### src/design/cna_pkg.sv
`default_nettype none
package cna_pkg;

  // Parameter defaults
  localparam int DATA_WIDTH_DEF   = 16;
  localparam int CORDIC_STEPS_DEF = 16;

  // Fixed result format and fixed-point constants
  localparam int OUT_W        = 25;
  localparam int FRAC_W       = 8;
  localparam int CORDIC_FRAC  = 16;
  localparam int Q8_BIAS      = 255;
  localparam int DEG90_Q8     = 23040;
  localparam int ZW           = 24;
  localparam int ATAN_N       = 24;
  localparam int FRONT_STAGES = 3;

  typedef enum logic [2:0] {
    CMD_ADD  = 3'd0,
    CMD_MUL  = 3'd1,
    CMD_CONJ = 3'd2,
    CMD_MOD  = 3'd3,
    CMD_ARG  = 3'd4
  } cmd_e;

  // Control and finished simple results that ride along the cell row
  typedef struct packed {
    logic [2:0]       cmd;
    logic [OUT_W-1:0] res_re;
    logic [OUT_W-1:0] res_im;
    logic             re_zero;
    logic             im_pos;
    logic             im_neg;
  } ctl_t;

  // atan(2^-i) in degrees, Q.16, rounded to nearest
  function automatic logic [ZW-1:0] atan_deg(input logic [4:0] idx);
    logic [ZW-1:0] val;
    case (idx)
      5'd0:    val = 24'd2949120;
      5'd1:    val = 24'd1740967;
      5'd2:    val = 24'd919879;
      5'd3:    val = 24'd466945;
      5'd4:    val = 24'd234379;
      5'd5:    val = 24'd117304;
      5'd6:    val = 24'd58666;
      5'd7:    val = 24'd29335;
      5'd8:    val = 24'd14668;
      5'd9:    val = 24'd7334;
      5'd10:   val = 24'd3667;
      5'd11:   val = 24'd1833;
      5'd12:   val = 24'd917;
      5'd13:   val = 24'd458;
      5'd14:   val = 24'd229;
      5'd15:   val = 24'd115;
      5'd16:   val = 24'd57;
      5'd17:   val = 24'd29;
      5'd18:   val = 24'd14;
      5'd19:   val = 24'd7;
      5'd20:   val = 24'd4;
      5'd21:   val = 24'd2;
      5'd22:   val = 24'd1;
      default: val = 24'd0;
    endcase
    return val;
  endfunction

endpackage
`default_nettype wire

### src/design/cna_front.sv
`default_nettype none
module cna_front #(
  parameter int DW = cna_pkg::DATA_WIDTH_DEF
) (
  input  wire                                  clk_i,
  input  wire  [cna_pkg::FRONT_STAGES-1:0]     en_i,
  input  wire  [2:0]                           cmd_i,
  input  wire  signed [DW-1:0]                 a_re_i,
  input  wire  signed [DW-1:0]                 a_im_i,
  input  wire  signed [DW-1:0]                 b_re_i,
  input  wire  signed [DW-1:0]                 b_im_i,
  output cna_pkg::ctl_t                        ctl_o,
  output logic signed [DW+18:0]                x_o,
  output logic signed [DW+18:0]                y_o,
  output logic [2*DW-1:0]                      rad_o
);

  localparam int PW    = 2 * DW;
  localparam int XW    = DW + 19;
  localparam int OW    = cna_pkg::OUT_W;
  localparam int FW    = cna_pkg::FRAC_W;
  localparam int EXT_W = (2 * DW + 2 > OW + FW) ? 2 * DW + 2 : OW + FW;

  // Stage A: products, add/conjugate results, CORDIC start vector
  logic signed [EXT_W-1:0] add_re, add_im, neg_im;
  logic signed [DW:0]      re_w, im_w, re_n, im_n;
  logic [OW-1:0]           simp_re_d, simp_im_d;
  logic signed [PW-1:0]    p_rr_d, p_ii_d, p_ri_d, p_ir_d, sq_r_d, sq_i_d;

  logic [2:0]              cmd_a_q;
  logic [OW-1:0]           simp_re_a_q, simp_im_a_q;
  logic signed [PW-1:0]    p_rr_a_q, p_ii_a_q, p_ri_a_q, p_ir_a_q, sq_r_a_q, sq_i_a_q;
  logic signed [XW-1:0]    x_a_q, y_a_q;
  logic                    re_zero_a_q, im_pos_a_q, im_neg_a_q;

  assign add_re = EXT_W'(a_re_i) + EXT_W'(b_re_i);
  assign add_im = EXT_W'(a_im_i) + EXT_W'(b_im_i);
  assign neg_im = EXT_W'(0) - EXT_W'(a_im_i);

  assign p_rr_d = a_re_i * b_re_i;
  assign p_ii_d = a_im_i * b_im_i;
  assign p_ri_d = a_re_i * b_im_i;
  assign p_ir_d = a_im_i * b_re_i;
  assign sq_r_d = a_re_i * a_re_i;
  assign sq_i_d = a_im_i * a_im_i;

  assign re_w = (DW+1)'(a_re_i);
  assign im_w = (DW+1)'(a_im_i);
  // Fold the left half-plane over; atan(im/re) is unchanged
  assign re_n = a_re_i[DW-1] ? -re_w : re_w;
  assign im_n = a_re_i[DW-1] ? -im_w : im_w;

  always_comb begin
    case (cna_pkg::cmd_e'(cmd_i))
      cna_pkg::CMD_ADD: begin
        simp_re_d = add_re[OW-1:0];
        simp_im_d = add_im[OW-1:0];
      end
      cna_pkg::CMD_CONJ: begin
        simp_re_d = OW'(a_re_i);
        simp_im_d = neg_im[OW-1:0];
      end
      default: begin
        simp_re_d = '0;
        simp_im_d = '0;
      end
    endcase
  end

  always_ff @(posedge clk_i) begin
    if (en_i[0]) begin
      cmd_a_q     <= cmd_i;
      simp_re_a_q <= simp_re_d;
      simp_im_a_q <= simp_im_d;
      p_rr_a_q    <= p_rr_d;
      p_ii_a_q    <= p_ii_d;
      p_ri_a_q    <= p_ri_d;
      p_ir_a_q    <= p_ir_d;
      sq_r_a_q    <= sq_r_d;
      sq_i_a_q    <= sq_i_d;
      x_a_q       <= XW'(re_n) <<< cna_pkg::CORDIC_FRAC;
      y_a_q       <= XW'(im_n) <<< cna_pkg::CORDIC_FRAC;
      re_zero_a_q <= (a_re_i == '0);
      im_pos_a_q  <= !a_im_i[DW-1] && (a_im_i != '0);
      im_neg_a_q  <= a_im_i[DW-1];
    end
  end

  // Stage B: complex product sums and modulus radicand
  logic signed [EXT_W-1:0] mre_d, mim_d;
  logic [PW-1:0]           rad_d;

  logic [2:0]              cmd_b_q;
  logic [OW-1:0]           simp_re_b_q, simp_im_b_q;
  logic signed [EXT_W-1:0] mre_b_q, mim_b_q;
  logic [PW-1:0]           rad_b_q;
  logic signed [XW-1:0]    x_b_q, y_b_q;
  logic                    re_zero_b_q, im_pos_b_q, im_neg_b_q;

  assign mre_d = EXT_W'(p_rr_a_q) - EXT_W'(p_ii_a_q);
  assign mim_d = EXT_W'(p_ri_a_q) + EXT_W'(p_ir_a_q);
  assign rad_d = $unsigned(sq_r_a_q) + $unsigned(sq_i_a_q);

  always_ff @(posedge clk_i) begin
    if (en_i[1]) begin
      cmd_b_q     <= cmd_a_q;
      simp_re_b_q <= simp_re_a_q;
      simp_im_b_q <= simp_im_a_q;
      mre_b_q     <= mre_d;
      mim_b_q     <= mim_d;
      rad_b_q     <= rad_d;
      x_b_q       <= x_a_q;
      y_b_q       <= y_a_q;
      re_zero_b_q <= re_zero_a_q;
      im_pos_b_q  <= im_pos_a_q;
      im_neg_b_q  <= im_neg_a_q;
    end
  end

  // Stage C: drop 8 fraction bits of the product toward zero, pick the product or the simple result
  logic signed [EXT_W-1:0] mre_t, mim_t;
  cna_pkg::ctl_t           ctl_d;

  assign mre_t = mre_b_q + (mre_b_q[EXT_W-1] ? EXT_W'(cna_pkg::Q8_BIAS) : EXT_W'(0));
  assign mim_t = mim_b_q + (mim_b_q[EXT_W-1] ? EXT_W'(cna_pkg::Q8_BIAS) : EXT_W'(0));

  always_comb begin
    ctl_d.cmd     = cmd_b_q;
    ctl_d.re_zero = re_zero_b_q;
    ctl_d.im_pos  = im_pos_b_q;
    ctl_d.im_neg  = im_neg_b_q;
    if (cna_pkg::cmd_e'(cmd_b_q) == cna_pkg::CMD_MUL) begin
      ctl_d.res_re = mre_t[OW+FW-1:FW];
      ctl_d.res_im = mim_t[OW+FW-1:FW];
    end else begin
      ctl_d.res_re = simp_re_b_q;
      ctl_d.res_im = simp_im_b_q;
    end
  end

  always_ff @(posedge clk_i) begin
    if (en_i[2]) begin
      ctl_o <= ctl_d;
      x_o   <= x_b_q;
      y_o   <= y_b_q;
      rad_o <= rad_b_q;
    end
  end

endmodule
`default_nettype wire

### config.mk
export PLATFORM = sky130hd
export DESIGN_NAME = cna_front
export DESIGN_NICKNAME = d
export VERILOG_FILES = /design/src/design/cna_pkg.sv /design/src/design/cna_front.sv
export SDC_FILE = /design/constraint.sdc
export NUM_CORES = 2
export LEC_CHECK = 0
export BUFFER_PORTS_ARGS = -buffer_cell sky130_fd_sc_hd__buf_2
export CAP_MARGIN = 5
export CORE_UTILIZATION = 46
export DETAILED_ROUTE_END_ITERATION = 16
export HOLD_SLACK_MARGIN = 0.06
export MAX_ROUTING_LAYER = met4
export SLEW_MARGIN = 30
export SYNTH_ARGS = -nofsm -noshare
export SYNTH_HDL_FRONTEND = slang
export SYNTH_SLANG_ARGS = --single-unit
### constraint.sdc
create_clock -name clk_i -period 20.4 [get_ports clk_i]
set_clock_uncertainty 0.1 [all_clocks]
set_input_delay 4.08 -clock clk_i [delete_from_list [all_inputs] [get_ports clk_i]]
set_output_delay 4.08 -clock clk_i [all_outputs]
set_load 0.02 [all_outputs]
==> Word-level counts from Yosys, hierarchy flattened <==
Index checks and enable logic that the tools add are counted.
{ "word_totals": {"reg_bits": 592, "out_inout_bits": 158} }
{ "classes": {"add_sub_neg": 10, "multipliers": 6, "eq_ne": 2, "muxes": 7, "reduce_logical": 5} }
{ "op_table": {"columns": ["cell", "n"], "rows": [
  ["16-bit by 16-bit multiplier with 32-bit output", 6],
  ["25-bit case mux with 2 select lines", 2],
  ["33-bit by 9-bit adder with 33-bit output", 2],
  ["50-bit two-way mux", 1],
  ["16-bit by 16-bit adder with 17-bit output", 2],
  ["17-bit two-way mux", 2],
  ["16-bit negator with 17-bit output", 2],
  ["32-bit by 32-bit adder with 33-bit output", 1],
  ["32-bit by 32-bit subtractor with 33-bit output", 1],
  ["32-bit adder", 1],
  ["1-bit by 16-bit subtractor with 17-bit output, first input constant", 1],
  ["16-bit zero test", 1],
  ["8-bit two-way mux", 2],
  ["16-bit nonzero test", 1],
  ["3-bit by 1-bit == test with 1-bit output, second input constant", 1],
  ["3-bit by 2-bit == test with 1-bit output, second input constant", 1],
  ["3-bit zero test", 1],
  ["1-bit logical AND", 1],
  ["1-bit zero test", 1]
]} }

==> Logic depth before layout (Yosys ltp) <==
{ "depth": {"word_depth": 3, "depth_mapped": 26} }

==> Worst setup path before layout <==
OpenSTA, ideal clock, no wires.
{ "synth_path": {"path_kind": "input port to flip-flop", "from": "in a_re_i[14]", "to": "reg p_ri_a_q[31] (data pin)", "setup_ns": 0.256, "arrival_ns": 10.405, "required_ns": 20.044, "path_slack_ns": 9.640, "stages": 24, "n_path_buf": 3, "path_cell_list": "clkbuf_1 -> clkbuf_1 -> clkbuf_1 -> nand2_1 -> fa_1 -> fa_1 -> fa_1 -> inv_1 -> fa_1 -> fa_1 -> inv_1 -> fa_1 -> inv_1 -> ha_1 -> a21o_1 -> a211o_1 -> or3_1 -> o31ai_1 -> nor3_1 -> nand3b_1 -> a41o_1 -> o41a_1 -> mux2i_1 -> and4_1"} }
{ "synth_between": {"elab_chain_cells": 1} }
{ "synth_rtl": {"columns": ["item", "line_no", "text"], "rows": [
  ["from (decl)", "cna_front.sv:8", "input wire signed [DW-1:0] a_re_i,"],
  ["16-bit by 16-bit multiplier with 32-bit output", "cna_front.sv:42", "assign p_ri_d = a_re_i * b_im_i;"],
  ["via p_ri_d[31]", "cna_front.sv:28", "logic signed [PW-1:0] p_rr_d, p_ii_d, p_ri_d, p_ir_d, sq_r_d, sq_i_d;"],
  ["to (signal assigned)", "cna_front.sv:77", "p_ri_a_q <= p_ri_d;"],
  ["to (decl)", "cna_front.sv:32", "logic signed [PW-1:0] p_rr_a_q, p_ii_a_q, p_ri_a_q, p_ir_a_q, sq_r_a_q, sq_i_a_q;"]
]} }
The timed path passes the listed nets, and every way through them passes these cells.
A chain may end at the register's enable or synchronous reset.

==> Final worst setup path <==
{ "layout_path": {"from": "in a_re_i[3]", "to": "reg sq_r_a_q[30] (data pin)"} }
{ "layout_between": {"elab_chain_cells": 1} }
{ "layout_rtl": {"columns": ["item", "line_no", "text"], "rows": [
  ["16-bit by 16-bit multiplier with 32-bit output", "cna_front.sv:44", "assign sq_r_d = a_re_i * a_re_i;"],
  ["via sq_r_d[30]", "cna_front.sv:28", null],
  ["to (signal assigned)", "cna_front.sv:79", "sq_r_a_q <= sq_r_d;"],
  ["to (decl)", "cna_front.sv:32", null]
]} }
The timed path passes the listed nets, and every way through them passes these cells.

==> results.py <==
metrics = {
    "critical_path": {
        "worst_setup_path_start_kind": "input port",
        "critPathKind": "input port to flip-flop",
        "cpMaxStageDelayCell": "clkinv_1",
        "crit_path_end": "sq_r_a_q[30]",
        "rrSetupSlack_ns": 16.43,
        "critPathMaxStageDelay_ns": 0.70,
        "path_depth": 25,
        "worstReg2RegStart": "p_ii_a_q[1]",
        "path_max_fanout": 47,
        "crit_required_ns": 20.74,
        "cp.arrival_ns": 11.63,
        "path_buf_inv": 6,
        "end_kind": "flip-flop",
        "worstRegToRegCells": 12,
        "crit_path_frequent_cell": "fa_1",
        "r2r_end": "mre_b_q[31]",
        "critPathLaunch": "a_re_i[3]",
        "cp_top_family": "adder cells",
    },
    "layout": {
        "multi_input_area_um2": 57000,
        "layout_commonest_cell": "inv_1",
        "nNetsFinal": 10400,
        "drive_gt1_share_pct": 5.22,
        "layout_common_cells": "inv_1, fa_1, nand2_1",
        "seq_area_um2": 16700,
        "finalCoreUtilization_pct": 49.7,
        "area_growth_pct": 7.05,
        "fill_cells": 16300,
        "design_area_um2": 87800,
        "stdcell_count": 10600,
    },
    "synth": {
        "synth_cells": 8112,
        "synth_edf_count": 556,
        "synth.avg_cell_area_um2": 10.1,
        "yosysTopAreaCellShare_pct": 37.1,
        "ys_async_sr_fraction_pct": 0,
        "yosysWarnings": 0,
        "synth_ff_type": "edfxtp_1",
        "synth-seq-cells": 556,
        "ys_seq_area_share_pct": 20.4,
        "synth_area_leaders": "fa_1, edfxtp_1, ha_1, inv_1, and2_1",
        "synthesis.area_um2": 82000,
        "ys_types": 72,
        "synth_top_cell_by_area": "fa_1",
    },
    "min_path": {
        "hold_class": "flip-flop to flip-flop",
    },
    "sta": {
        "tightest_slew_ns": 1.10,
        "fin_crit_sh_pct": 55.3,
        "finalSetupViolCount": 0,
        "fmax_mhz": 88.6,
        "tns_ns": 0,
        "report.final.slew_viol_count": 0,
        "hold_viol_final": 0,
        "slew_headroom_pct": 26.6,
        "rsz0062_at_grt": "false",
        "fin_crit_ns": 11.29,
    },
    "clocking": {
        "h-tree-depth": 3,
        "clk_transition_reported_paths_ns": 0.06,
        "numCtsBuffers": 70,
        "cts-hold-fix-buffers": 0,
        "post_cts_buffers": 0,
        "cts_tree": "done",
        "cts_sinks": 556,
        "cts_buffer_depth": 3,
        "cts_resized": 0,
        "clock_latency_ns": 0.73,
        "clockRootBuffer": "clkbuf_16",
    },
    "route": {
        "drc": 32,
        "vias_per_cell": 5.24,
        "antenna_left": 0,
        "wl_mm": 219,
        "dr.pass1.iters": 14,
        "num_vias": 55400,
        "wl_per_cell_um": 20.7,
        "first_iter_violations": 3762,
    },
    "floorplan": {
        "die_area_um2": 180000,
        "io_pins": 229,
        "die_h_um": 424,
        "die_w_um": 424,
        "rows": 154,
        "coreArea_um2": 177000,
        "start_util_pct": 46.4,
    },
    "outcome": {
        "outcome": "finished, violations left",
        "failed_checks": "DRC",
    },
    "global_route": {
        "grt_pass1_vias": 59800,
        "grt.total_usage_pct": 26.1,
        "antenna_found_initial": 23,
        "grt_max_degree": 70,
        "grt_pass1_wl_mm": 347,
        "gr-total-overflow": 0,
    },
    "place": {
        "gp_congestion": 0.923,
        "io_buffer_count": 196,
        "post_dp_cell_area_um2": 85300,
        "dpl.hpwl_mm": 169,
        "place_inst": 10400,
    },
    "run": {
        "drv_cap": 0,
    },
}
-- area by class of cell --
class / instances / share of cell area [%]
timing repair buffer: 272 / 1.80
multi-input combinational: 5375 / 64.9
sequential: 556 / 19.0
antenna: 17 / 0.0485
clock inverter: 48 / 0.774
inverter: 1886 / 8.06
tap: 2340 / 3.34
clock buffer: 78 / 2.03
-- worst register-to-register path, stage by stage (launching register included) --
cell and delay (ns):
edfxtp_1 0.44, inv_1 0.09, ha_1 0.21, nor2b_1 0.12, o21ai_0 0.23, a21boi_0 0.20
o21ai_0 0.27, a21oi_1 0.15, o21ai_0 0.62, nand4_1 0.37, a211oi_1 0.46, nor2b_1 0.13
o311ai_0 0.37
-- layer usage --
layer	global-route usage, %	wire (µm)	vias up	share of wire (%)
met5	-	0	-	0
met4	9.55	8600	0	3.9
met3	4.13	14300	345	6.5
met2	42.1	105000	1680	48
met1	33.1	90600	28400	41
li1	-	-	25000	-
-- registers in the layout (all words and copies together), names as in the netlist, 31 cells and up --
name,cells
ctl_o,56
mim_b_q,33
mre_b_q,33
p_ii_a_q,32
p_ir_a_q,32
p_ri_a_q,32
p_rr_a_q,32
rad_b_q,32
rad_o,32
sq_i_a_q,31
sq_r_a_q,31
-- cells in the mapped netlist (6+ instances only) --
| master | instances |
|---|---|
| a2111oi_0 | 9 |
| a211o_1 | 12 |
| a211oi_1 | 23 |
| a21boi_0 | 10 |
| a21o_1 | 99 |
| a21oi_1 | 226 |
| a31o_2 | 16 |
| a31oi_1 | 24 |
| and2_1 | 557 |
| and3_1 | 34 |
| and4_1 | 16 |
| buf_1 | 23 |
| buf_4 | 36 |
| clkbuf_1 | 263 |
| clkinv_1 | 10 |
| edfxtp_1 | 556 |
| fa_1 | 1520 |
| ha_1 | 657 |
| inv_1 | 1875 |
| mux2i_1 | 8 |
| nand2_1 | 776 |
| nand2b_1 | 35 |
| nand3_1 | 62 |
| nand4_1 | 28 |
| nor2_1 | 291 |
| nor2b_1 | 31 |
| nor3_1 | 73 |
| nor3b_1 | 7 |
| nor4_1 | 11 |
| o211ai_1 | 12 |
| o21a_1 | 40 |
| o21ai_0 | 168 |
| o21bai_1 | 39 |
| o22ai_1 | 20 |
| o31ai_1 | 21 |
| or2_2 | 14 |
| or3_1 | 21 |
| or3_4 | 6 |
| xnor2_1 | 300 |
| xor2_1 | 105 |
-- worst min-delay path by stage --
stage               startpoint              end  slack [ns]  cells after the start
2_1_floorplan       cmd_a_q[0]       cmd_b_q[0]        0.30                      0
3_3_place_gp         y_a_q[29]        y_b_q[29]        0.30                      0
3_5_place_dp        cmd_a_q[0]       cmd_b_q[0]        0.30                      0
4_1_cts        simp_im_a_q[23]  simp_im_b_q[23]        0.29                      0
5_1_grt        simp_im_a_q[23]  simp_im_b_q[23]        0.31                      0
6_report       simp_im_a_q[23]  simp_im_b_q[23]        0.29                      0
-- cells by family (layout without fill, tap and decap cells) --
kind of cell             Yosys count  count (layout)  share of synthesized area, %
flip-flops                       556             556                          20.4
other                              1              50                       0.00457
AND/OR/NAND/NOR                 1972            1972                          11.7
buffers and inverters           2213            2284                          10.3
multiplexers                       8               8                        0.0977
XOR/XNOR                         405             405                          4.33
AO/OA/AOI/OAI                    780             780                          6.06
adder cells (fa/ha/maj)         2177            2177                          47.1
-- through the flow --
| step | hold WS, ns | worst slack [ns] |
|---|---|---|
| floorplan | 0.300 | 9.64 |
| global placement | 0.301 | 8.60 |
| detailed placement | 0.305 | 8.52 |
| CTS | 0.293 | 9.25 |
| global route | 0.310 | 8.78 |
| finish | 0.286 | 9.11 |
Power is left out: the tool's default activity adds up to more than one toggle a clock period on the data nets, which glitch-free logic cannot reach.
