$ cat config.mk
export PLATFORM = sky130hd
export DESIGN_NAME = cna_cell
export DESIGN_NICKNAME = d
export VERILOG_FILES = /design/src/design/cna_pkg.sv /design/src/design/cna_cell.sv
export SDC_FILE = /design/constraint.sdc
export NUM_CORES = 1
export LEC_CHECK = 0
export ABC_AREA = 0
export CORE_MARGIN = 5
export CORE_UTILIZATION = 60
export CTS_CLUSTER_SIZE = 14
export DETAILED_ROUTE_END_ITERATION = 8
export DONT_BUFFER_PORTS = 1
export PLACE_DENSITY = 0.85
export SLEW_MARGIN = 0
export SYNTH_ARGS = -nofsm -noshare
export SYNTH_HDL_FRONTEND = slang
export SYNTH_SLANG_ARGS = --single-unit
$ cat constraint.sdc
create_clock -name clk_i -period 4 [get_ports clk_i]
set_input_delay 0.4 -clock clk_i [delete_from_list [all_inputs] [get_ports clk_i]]
set_output_delay 0.4 -clock clk_i [all_outputs]
set_load 0.005 [all_outputs]
$ cat src/design/cna_pkg.sv
`default_nettype none
package cna_pkg;

  // Parameter defaults
  localparam int DATA_WIDTH_DEF   = 16;
  localparam int CORDIC_STEPS_DEF = 16;

  // Fixed result format and fixed-point constants
  localparam int OUT_W        = 25;
  localparam int FRAC_W       = 8;
  localparam int CORDIC_FRAC  = 16;
  localparam int Q8_BIAS      = 255;
  localparam int DEG90_Q8     = 23040;
  localparam int ZW           = 24;
  localparam int ATAN_N       = 24;
  localparam int FRONT_STAGES = 3;

  typedef enum logic [2:0] {
    CMD_ADD  = 3'd0,
    CMD_MUL  = 3'd1,
    CMD_CONJ = 3'd2,
    CMD_MOD  = 3'd3,
    CMD_ARG  = 3'd4
  } cmd_e;

  // Control and finished simple results that ride along the cell row
  typedef struct packed {
    logic [2:0]       cmd;
    logic [OUT_W-1:0] res_re;
    logic [OUT_W-1:0] res_im;
    logic             re_zero;
    logic             im_pos;
    logic             im_neg;
  } ctl_t;

  // atan(2^-i) in degrees, Q.16, rounded to nearest
  function automatic logic [ZW-1:0] atan_deg(input logic [4:0] idx);
    logic [ZW-1:0] val;
    case (idx)
      5'd0:    val = 24'd2949120;
      5'd1:    val = 24'd1740967;
      5'd2:    val = 24'd919879;
      5'd3:    val = 24'd466945;
      5'd4:    val = 24'd234379;
      5'd5:    val = 24'd117304;
      5'd6:    val = 24'd58666;
      5'd7:    val = 24'd29335;
      5'd8:    val = 24'd14668;
      5'd9:    val = 24'd7334;
      5'd10:   val = 24'd3667;
      5'd11:   val = 24'd1833;
      5'd12:   val = 24'd917;
      5'd13:   val = 24'd458;
      5'd14:   val = 24'd229;
      5'd15:   val = 24'd115;
      5'd16:   val = 24'd57;
      5'd17:   val = 24'd29;
      5'd18:   val = 24'd14;
      5'd19:   val = 24'd7;
      5'd20:   val = 24'd4;
      5'd21:   val = 24'd2;
      5'd22:   val = 24'd1;
      default: val = 24'd0;
    endcase
    return val;
  endfunction

endpackage
`default_nettype wire

$ cat src/design/cna_cell.sv
`default_nettype none
module cna_cell #(
  parameter int DW  = cna_pkg::DATA_WIDTH_DEF,
  parameter int CS  = cna_pkg::CORDIC_STEPS_DEF,
  parameter int IDX = 0
) (
  input  wire                                 clk_i,
  input  wire                                 en_i,
  input  cna_pkg::ctl_t                       ctl_i,
  input  wire  signed [DW+18:0]               x_i,
  input  wire  signed [DW+18:0]               y_i,
  input  wire  signed [cna_pkg::ZW-1:0]       z_i,
  input  wire  [2*DW-1:0]                     rem_i,
  input  wire  [DW-1:0]                       root_i,
  output cna_pkg::ctl_t                       ctl_o,
  output logic signed [DW+18:0]               x_o,
  output logic signed [DW+18:0]               y_o,
  output logic signed [cna_pkg::ZW-1:0]       z_o,
  output logic [2*DW-1:0]                     rem_o,
  output logic [DW-1:0]                       root_o
);

  localparam int XW = DW + 19;
  localparam int ZW = cna_pkg::ZW;
  localparam int RW = 2 * DW + 1;

  logic signed [XW-1:0] x_d, y_d;
  logic signed [ZW-1:0] z_d;
  logic [2*DW-1:0]      rem_d;
  logic [DW-1:0]        root_d;

  // One CORDIC vectoring micro-rotation, or a pass-through past the last step
  if (IDX < CS) begin : g_rot
    localparam logic signed [ZW-1:0] ATAN_I = cna_pkg::atan_deg(5'(IDX));
    logic signed [XW-1:0] dx, dy;
    assign dx = y_i >>> IDX;
    assign dy = x_i >>> IDX;
    always_comb begin
      if (!y_i[XW-1]) begin
        x_d = x_i + dx;
        y_d = y_i - dy;
        z_d = z_i + ATAN_I;
      end else begin
        x_d = x_i - dx;
        y_d = y_i + dy;
        z_d = z_i - ATAN_I;
      end
    end
  end else begin : g_rot_pass
    assign x_d = x_i;
    assign y_d = y_i;
    assign z_d = z_i;
  end

  // One root bit of the restoring square root, or a pass-through past the last bit
  if (IDX < DW) begin : g_sqrt
    localparam int K = DW - 1 - IDX;
    logic [RW-1:0] trial;
    logic          take;
    assign trial = (RW'(root_i) << (K + 1)) | (RW'(1) << (2 * K));
    assign take  = RW'(rem_i) >= trial;
    assign rem_d  = take ? rem_i - trial[2*DW-1:0] : rem_i;
    assign root_d = take ? (root_i | (DW'(1) << K)) : root_i;
  end else begin : g_sqrt_pass
    assign rem_d  = rem_i;
    assign root_d = root_i;
  end

  always_ff @(posedge clk_i) begin
    if (en_i) begin
      ctl_o  <= ctl_i;
      x_o    <= x_d;
      y_o    <= y_d;
      z_o    <= z_d;
      rem_o  <= rem_d;
      root_o <= root_d;
    end
  end

endmodule
`default_nettype wire

# [Word-level counts from Yosys, hierarchy flattened]
# Index checks and enable logic that the tools add are counted.
[word_totals] reg_bits=198 input_bits=200 output_inout_bits=198
[classes] n_addsub=6 order_cmp=1 mux=4
[ops] cell="two-way mux 35 bit" n=2
[ops] cell="subtractor 35 bit" n=2
[ops] cell="adder 35 bit" n=1
[ops] cell="greater-or-equal comparator 32 bit" n=1
[ops] cell="two-way mux 32 bit" n=1
[ops] cell="subtractor 32 bit" n=1
[ops] cell="adder 24 x 23 -> 24 bit (second input constant)" n=1
[ops] cell="two-way mux 24 bit" n=1
[ops] cell="subtractor 24 x 23 -> 24 bit (second input constant)" n=1

# [Depth between registers and ports, before layout]
# Gate-level depths: netlist of run 1.
[depth] ltp_word=2 ltp_mapped=14

# [Worst setup path after synthesis of run 1]
# Ideal clock, no wire load.
[synth_timing] path_kind="in2reg" startpoint="input x_i[0]" endpoint="register y_o[26], data pin" setup_time_ps=268 arrival_time_ps=2824 required_ps=3732 setup_slack_ps=908 path_stages=11 path_buffers=0 path_cell_list="ha_1 fa_1 nor2b_1 o221ai_2 a31oi_1 a2111o_1 a211oi_4 nor3_2 o41ai_2 mux2i_1 xnor2_1"
[synth_via] elab_chain_cells=2 word_cells_on_any_way=3
[synth_lines] element="from (decl)" line="cna_cell.sv:10" rtl="input wire signed [DW+18:0] x_i,"
[synth_lines] element="subtractor 35 bit or adder 35 bit (tied branches)" line="cna_cell.sv:41, cna_cell.sv:45"
[synth_lines] element="two-way mux 35 bit (*)" line="cna_cell.sv:39" rtl="if (!y_i[XW-1]) begin"
[synth_lines] element="named net y_d[26]" line="cna_cell.sv:27" rtl="logic signed [XW-1:0] x_d, y_d;"
[synth_lines] element="to (signal assigned)" line="cna_cell.sv:73" rtl="y_o <= y_d;"
[synth_lines] element="to (decl)" line="cna_cell.sv:17" rtl="output logic signed [DW+18:0] y_o,"
# The timed path passes the listed nets; every way through them passes the cells marked *.
# A chain may end at the register's enable or synchronous reset.

# [Worst setup path after layout of run 1]
[layout_timing] startpoint="input x_i[0]" endpoint="register x_o[26], data pin"
[layout_via] elab_chain_cells=2 word_cells_on_any_way=3
[layout_lines] element="adder 35 bit or subtractor 35 bit (tied branches)" line="cna_cell.sv:40, cna_cell.sv:44"
[layout_lines] element="two-way mux 35 bit (*)" line="cna_cell.sv:39"
[layout_lines] element="named net x_d[26]" line="cna_cell.sv:27"
[layout_lines] element="to (signal assigned)" line="cna_cell.sv:72" rtl="x_o <= x_d;"
[layout_lines] element="to (decl)" line="cna_cell.sv:16" rtl="output logic signed [DW+18:0] x_o,"
# Marked as above.

==> results of run 1 <==
## sequential cells by signal, indices dropped and copies added (netlist names)
register and flops:
ctl_o 56, rem_o 32, root_o 16, x_o 34, y_o 35, z_o 24
## layout make-up
type                    instances  area, sq um  area share, %
diodes                          1         2.50         0.0180
clock buffers                  17          425           3.05
clock inverters                15          179           1.28
inverters                     127          477           3.42
multi-input cells             921         6490           46.6
flip-flops and latches        197         5920           42.5
well taps                     280          350           2.51
repair buffers                 12         90.1          0.647
## path summary, 6_finish.rpt
kind | start | endpoint | depth (start not counted)
max | x_i[0] | x_o[26]$_DFFE_PP_ | 11
min | z_i[12] | z_o[12]$_DFFE_PP_ | 0
## logic make-up after synthesis
group                    after synthesis  share of synthesized area, %
buffers and inverters                176                          5.23
flip-flops                           197                          45.2
AO/OA/AOI/OAI                        384                          18.7
AND/OR/NAND/NOR                      302                          11.0
XOR/XNOR                              87                          5.82
multiplexers                          20                          1.55
adder cells (fa/ha/maj)              128                          12.5
## Yosys cell counts, types with 6 or more instances
library cell,count
a211oi_1,6
a21o_1,27
a21oi_1,134
a221o_1,6
a31oi_1,15
buf_1,10
clkbuf_1,30
edfxtp_1,197
ha_1,123
inv_1,124
mux2i_1,18
nand2_1,79
nand2b_1,19
nand3_1,22
nand4_1,13
nor2_1,93
nor2b_1,17
nor3_1,18
nor4_1,13
o211ai_1,11
o21a_1,13
o21ai_0,84
o21bai_1,21
o221ai_1,7
o31ai_1,10
xnor2_1,67
xor2_1,20
## power groups by stage
stage	sequential (mW)	combinational [mW]	clock (mW)
floorplan	2.72	0.904	0
global placement	2.82	1.15	0
detailed placement	2.83	1.16	0
CTS	2.79	1.18	1.75
global route	2.80	1.31	1.85
finish	2.78	1.22	1.74
## routing by layer
metal  up-vias  wire length [microns]  GRT usage, %
li1       4649                      -             -
met3       156                   4350          7.63
met2       767                  19700          51.7
met5         -                      0             0
met1      4965                  14400          36.4
met4         0                   2410          16.9
## cell usage in the layout (no fill, tap or decap), types with 7 or more instances in the layout
cell       netlist  routed
a21o_1          27      27
a21oi_1        134     134
a31oi_1         15      15
buf_4            5      12
clkbuf_16        0      17
edfxtp_1       197     197
ha_1           123     123
inv_1          124     124
mux2i_1         18      18
nand2_1         79      79
nand2b_1        19      19
nand3_1         22      22
nand4_1         13      13
nor2_1          93      93
nor2b_1         17      17
nor3_1          18      18
nor4_1          13      13
o211ai_1        11      11
o21a_1          13      13
o21ai_0         84      84
o21bai_1        21      21
o221ai_1         7       7
o31ai_1         10      10
xnor2_1         67      67
xor2_1          20      20
## through the flow
step | setup slack (ps) | hold WS (ps) | utilization, % | std cells | power, mW
6_report | 756 | 51.4 | 64.2 | 1570 | 5.73
5_1_grt | 710 | 31.0 | 64.2 | 1570 | 5.96
4_1_cts | 860 | 37.2 | 64.2 | 1569 | 5.72
3_5_place_dp | 409 | 499 | 61.4 | 1537 | 3.99
3_3_place_gp | 507 | 499 | 61.4 | 1537 | 3.97
2_1_floorplan | 908 | 499 | - | 1294 | 3.63
==> reports/qor.yml, run 1 <==
status: "finished, final reports clean"
antenna_found_initial: 1
hpwl_microns: 31900
grt_remaining_overflow: 0
area_growth_syn_to_layout_pct: 6.41
die_area_sq_mm: 0.0249
p_comb_share_pct: 21.2
drt-total-wl_microns: 40900
p_sw_share_pct: 31.8
rows: 54
coreArea_sq_mm: 0.0217
syn_area_per_cell_sq_um: 10.1
peakVddDrop_v: 0.000218
cts_tree: "yes"
drt_pre_antenna_iters: 8
dieWidth_microns: 158
maxCapViolations: 0
grt_usage_pct: 30.8
wl_per_cell_microns: 26.0
place.gp.congestion: 1.02
grt_pass1_vias: 10004
leakage_nw: 5.63
cts_made_buffers: 17
drc: 0
layout-drive-gt1-share_pct: 5.04
crit_fanout: 6
grt_pass1_wl_microns: 58500
htreeDepth: 4
slew_headroom_pct: 37.6
critical_path.cell_chain: "ha_1 > fa_1 > nor2b_1 > o221ai_2 > a31oi_1 > a2111o_1 > a211oi_4 > nor3_2 > o41ai_2 > mux2i_1 > xnor2_1"
fillers: 1678
start_util_pct: 60.4
switchingPower_mw: 1.83
cp.arrival_ps: 3400
hp-class: "primary input to register"
cp.required_ps: 4150
antenna_left: 0
synthArstFlopShare_pct: 0
cts-root-buf: "clkbuf_16"
netlist_area_sq_mm: 0.0131
grt_max_degree: 198
cp-start-kind: "primary input"
cts_sinks: 197
power_density_mw_per_mm2: 412
final_max_slew_viol_count: 0
num_io_pins: 398
fin_nets: 1604
synth_cells: 1294
drt-initial-drc-count: 1167
setup_tns_ps: 0
hold_violations: 0
critPathCaptureType: "register"
ys_types: 71
clock_path_buffers: 2
setup_viol: 0
placed_area_sq_mm: 0.0133
routed_via_density: 6.71
worst_slew_pin_slew_ps: 935
path_buf_inv: 0
synthFlopType: "edfxtp_1"
synth_area_leaders: "edfxtp_1 (45%), ha_1 (12%), a21oi_1 (5.1%), xnor2_1 (4.5%), inv_1 (3.6%)"
fp.dieH_microns: 158
period_minus_slack_ps: 3240
cpMaxStageDelayCell: "a2111o_1"
critPathTopFamily: "compound AO/OA/AOI/OAI gates"
yosysTopAreaCell: "edfxtp_1"
post_cts_resized: 0
synth_seq_area_share_pct: 45.2
fmax_ghz: 0.308
via_count: 10537
post-cts-setup-buffer-count: 0
io_buffer_count: 0
power_frac_clock_pct: 30.3
p_seq_share_pct: 48.5
cts.clk_slew.worst_paths_ps: 90
yosys_warnings: 0
cts_hold_buf: 0
synth_edf_count: 197
final_area_sq_mm: 0.0139
synth.ff_latch_count: 197
rsz0062_at_grt: "no"
crit_type: "primary input to register"
post-route-period-util_pct: 81.1
cp_slowest_stage_delay_ps: 530
syn-num-nets: 1622
p_int_mw: 3.91
synth_top_area_share_pct: 45.2
No activity file was read; power rests on OpenSTA's default activity.
==> inputs of run 2 (changes only) <==
--- a/config.mk
+++ b/config.mk
@@ -5,13 +5,13 @@
 export SDC_FILE = /design/constraint.sdc
 export NUM_CORES = 1
 export LEC_CHECK = 0
-export ABC_AREA = 0
+export ABC_AREA = 1
 export CORE_MARGIN = 5
-export CORE_UTILIZATION = 60
+export CORE_UTILIZATION = 59
 export CTS_CLUSTER_SIZE = 14
 export DETAILED_ROUTE_END_ITERATION = 8
 export DONT_BUFFER_PORTS = 1
-export PLACE_DENSITY = 0.85
+export PLACE_DENSITY = 0.87
 export SLEW_MARGIN = 0
 export SYNTH_ARGS = -nofsm -noshare
 export SYNTH_HDL_FRONTEND = slang
==> constraint.sdc (replaced) <==
create_clock -name clk_i -period 2.7 [get_ports clk_i]
set_input_delay 0.27 -clock clk_i [delete_from_list [all_inputs] [get_ports clk_i]]
set_output_delay 0.27 -clock clk_i [all_outputs]
set_load 0.005 [all_outputs]
==> run 2 against run 1 <==
Utilization up 4.4 points. Non-clock buffer count up 128. Design area up 21%. First-iteration DRC count up 65%. Via count up 35%. Die area up 14%. Setup slack worse by 220 ps. Combinational power up 90%. Cell count up 49%. Count of clock-buffer cells in the layout unchanged. Largest cell class unchanged. Largest power group unchanged.
==> reports/qor.yml, run 2 <==
fp.dieH_microns: 168
critPathCaptureType: "register"
grt_max_degree: 198
leakage_nw: 7.76
final_max_slew_viol_count: 0
yosysTopAreaCell: "edfxtp_1"
grt_pass1_wl_microns: 79600
layout_setup_ws_ps: 531
cts-root-buf: "clkbuf_16"
slew_headroom_pct: 43.7
cts_tree: "yes"
antenna_found_initial: 0
antenna_left: 0
final_cell_mix: "nand2_1 (510), inv_1 (265), edfxtp_1 (197)"
peakVddDrop_v: 0.000468
p_comb_share_pct: 25.3
cpMaxStageDelayCell: "ha_1"
multi_input_area_sq_mm: 0.00751
cts_made_buffers: 17
yosys_warnings: 0
drt-initial-drc-count: 1922
cp-start-kind: "primary input"
num_io_pins: 398
worstHoldPathCells: 2
hold_slack_ps: 16.0
synth.ff_latch_count: 197
post-route-period-util_pct: 80.3
synth_edf_count: 197
place.gp.congestion: 1.02
start_util_pct: 60.3
fmax_ghz: 0.461
hp-class: "primary input to register"
cp.required_ps: 2900
worst_slew_pin_slew_ps: 845
htreeDepth: 4
synthTopCellsByCount: "nand2_1 (510), inv_1 (265), edfxtp_1 (197)"
hold_violations: 0
cp_slowest_stage_delay_ps: 590
layout_commonest_cell: "nand2_1"
status: "finished, final reports clean"
grt_usage_pct: 36.4
insertedDiodeCount: 0
finalPower_mw: 9.19
rsz0062_at_grt: "no"
synth_area_leaders: "edfxtp_1 (40%), nand2_1 (13%), ha_1 (10%), inv_1 (6.7%), nand3_1 (5.4%)"
coreArea_sq_mm: 0.0245
p_int_mw: 5.91
ys_types: 43
crit_type: "primary input to register"
power_density_mw_per_mm2: 547
reg.largest.list: "ctl_o: 56 flops, y_o: 35 flops, x_o: 34 flops"
grt_remaining_overflow: 0
crit_fanout: 14
wl_met1_microns: 18900
regArea_sq_mm: 0.00592
drt-total-wl_microns: 53900
critical_path.cell_chain: "inv_1 > ha_1 > inv_1 > a21oi_1 > nand2_1 > nand2_1 > nand2_1 > nand2_1 > nand2_1 > nand2_1 > nand3_1 > nand3_1 > nand2_1"
dieWidth_microns: 168
stdcell_count: 2339
area_growth_syn_to_layout_pct: 14.0
maxCapViolations: 0
switchingPower_mw: 3.28
routed_via_density: 6.06
synth_cells: 1891
grt_pass1_vias: 13611
wl_met3_microns: 6490
rows: 57
synth_top_area_share_pct: 40.1
routed.top_layer: "met4"
synthFlopType: "edfxtp_1"
wl_per_cell_microns: 23.0
power_frac_clock_pct: 30.3
setup_viol: 0
p_sw_share_pct: 35.7
die_area_sq_mm: 0.0282
largest_reg_flops: 56
dp.cells: 2203
drt_pre_antenna_iters: 7
yosysMostFrequentCell: "nand2_1"
route.met2.wl_microns: 24800
cts.clk_slew.worst_paths_ps: 90
preCtsSetupSlack_ps: 113
period_minus_slack_ps: 2170
synth_seq_area_share_pct: 40.1
setup_tns_ps: 0
synthArstFlopShare_pct: 0
clock_path_buffers: 2
io_buffer_count: 0
crit_top_cell: "nand2_1"
syn-num-nets: 2219
fin_nets: 2330
syn_area_per_cell_sq_um: 7.80
cts_sinks: 197
cp.arrival_ps: 2370
hpwl_microns: 41500
via_count: 14178
netlist_area_sq_mm: 0.0147
drc: 0
regMostFlops: "ctl_o"
layout-drive-gt1-share_pct: 5.46
fillers: 1952
p_seq_share_pct: 44.4
run 2: layer usage:
layer | global-route usage, % | vias to the layer above
met3 | 9.14 | 194
met4 | 20.7 | 0
met2 | 59.5 | 1015
li1 | - | 6471
met5 | 0 | -
met1 | 44.1 | 6498
run 2: layout make-up:
type	instances	area share (%)
Inverter	269	6.02
Clock inverter	15	1.33
Multi-Input combinational cell	1377	44.7
Clock buffer	17	2.53
Timing Repair Buffer	140	7.80
Sequential cell	197	35.2
Tap cell	324	2.41
run 2: critical path, delay by kind of cell:
kind	cells	cell delay (ps)
AND/OR/NAND/NOR	9	1090
AO/OA/AOI/OAI	1	260
adder cells (fa/ha/maj)	1	590
buffers and inverters	2	150
run 2: logic make-up (layout without fill, tap and decap cells):
group                      count (synthesis)  in the layout  synth area share (%)
DFF                                      197            197                  40.1
buffers and inverters                    317            441                  8.93
AOI/OAI and AO/OA                        317            317                  11.9
adders and majority gates                128            128                  11.1
and+or+nand+nor                          888            888                  25.3
xor gates and xnor gates                  44             44                  2.61
run 2: through the flow:
| step | area (sq um) | utilization [%] |
|---|---|---|
| 2_1_floorplan | 14700 | - |
| 3_3_place_gp | 15100 | 61.8 |
| 3_5_place_dp | 15100 | 61.8 |
| 4_1_cts | 16800 | 68.6 |
| 5_1_grt | 16800 | 68.7 |
| 6_report | 16800 | 68.7 |
run 2: repair_timing:
item,in CTS,in global routing
gates resized for setup,0,0
setup buffers,0,0
hold endpoints to repair,200,13
hold buffers,103,1
run 2: power groups by stage:
stage | logic, mW | registers [mW] | clock network (mW)
after floorplan | 1.54 | 3.97 | 0
after global placement | 2.04 | 4.13 | 0
after detailed placement | 2.09 | 4.14 | 0
after CTS | 2.23 | 4.07 | 2.79
after global routing | 2.54 | 4.09 | 2.94
final | 2.32 | 4.08 | 2.79
run 2: final timing paths:
check,start,end,slack [ps]
min,rem_i[30],rem_o[30]$_DFFE_PP_,20
max,x_i[4],x_o[29]$_DFFE_PP_,530
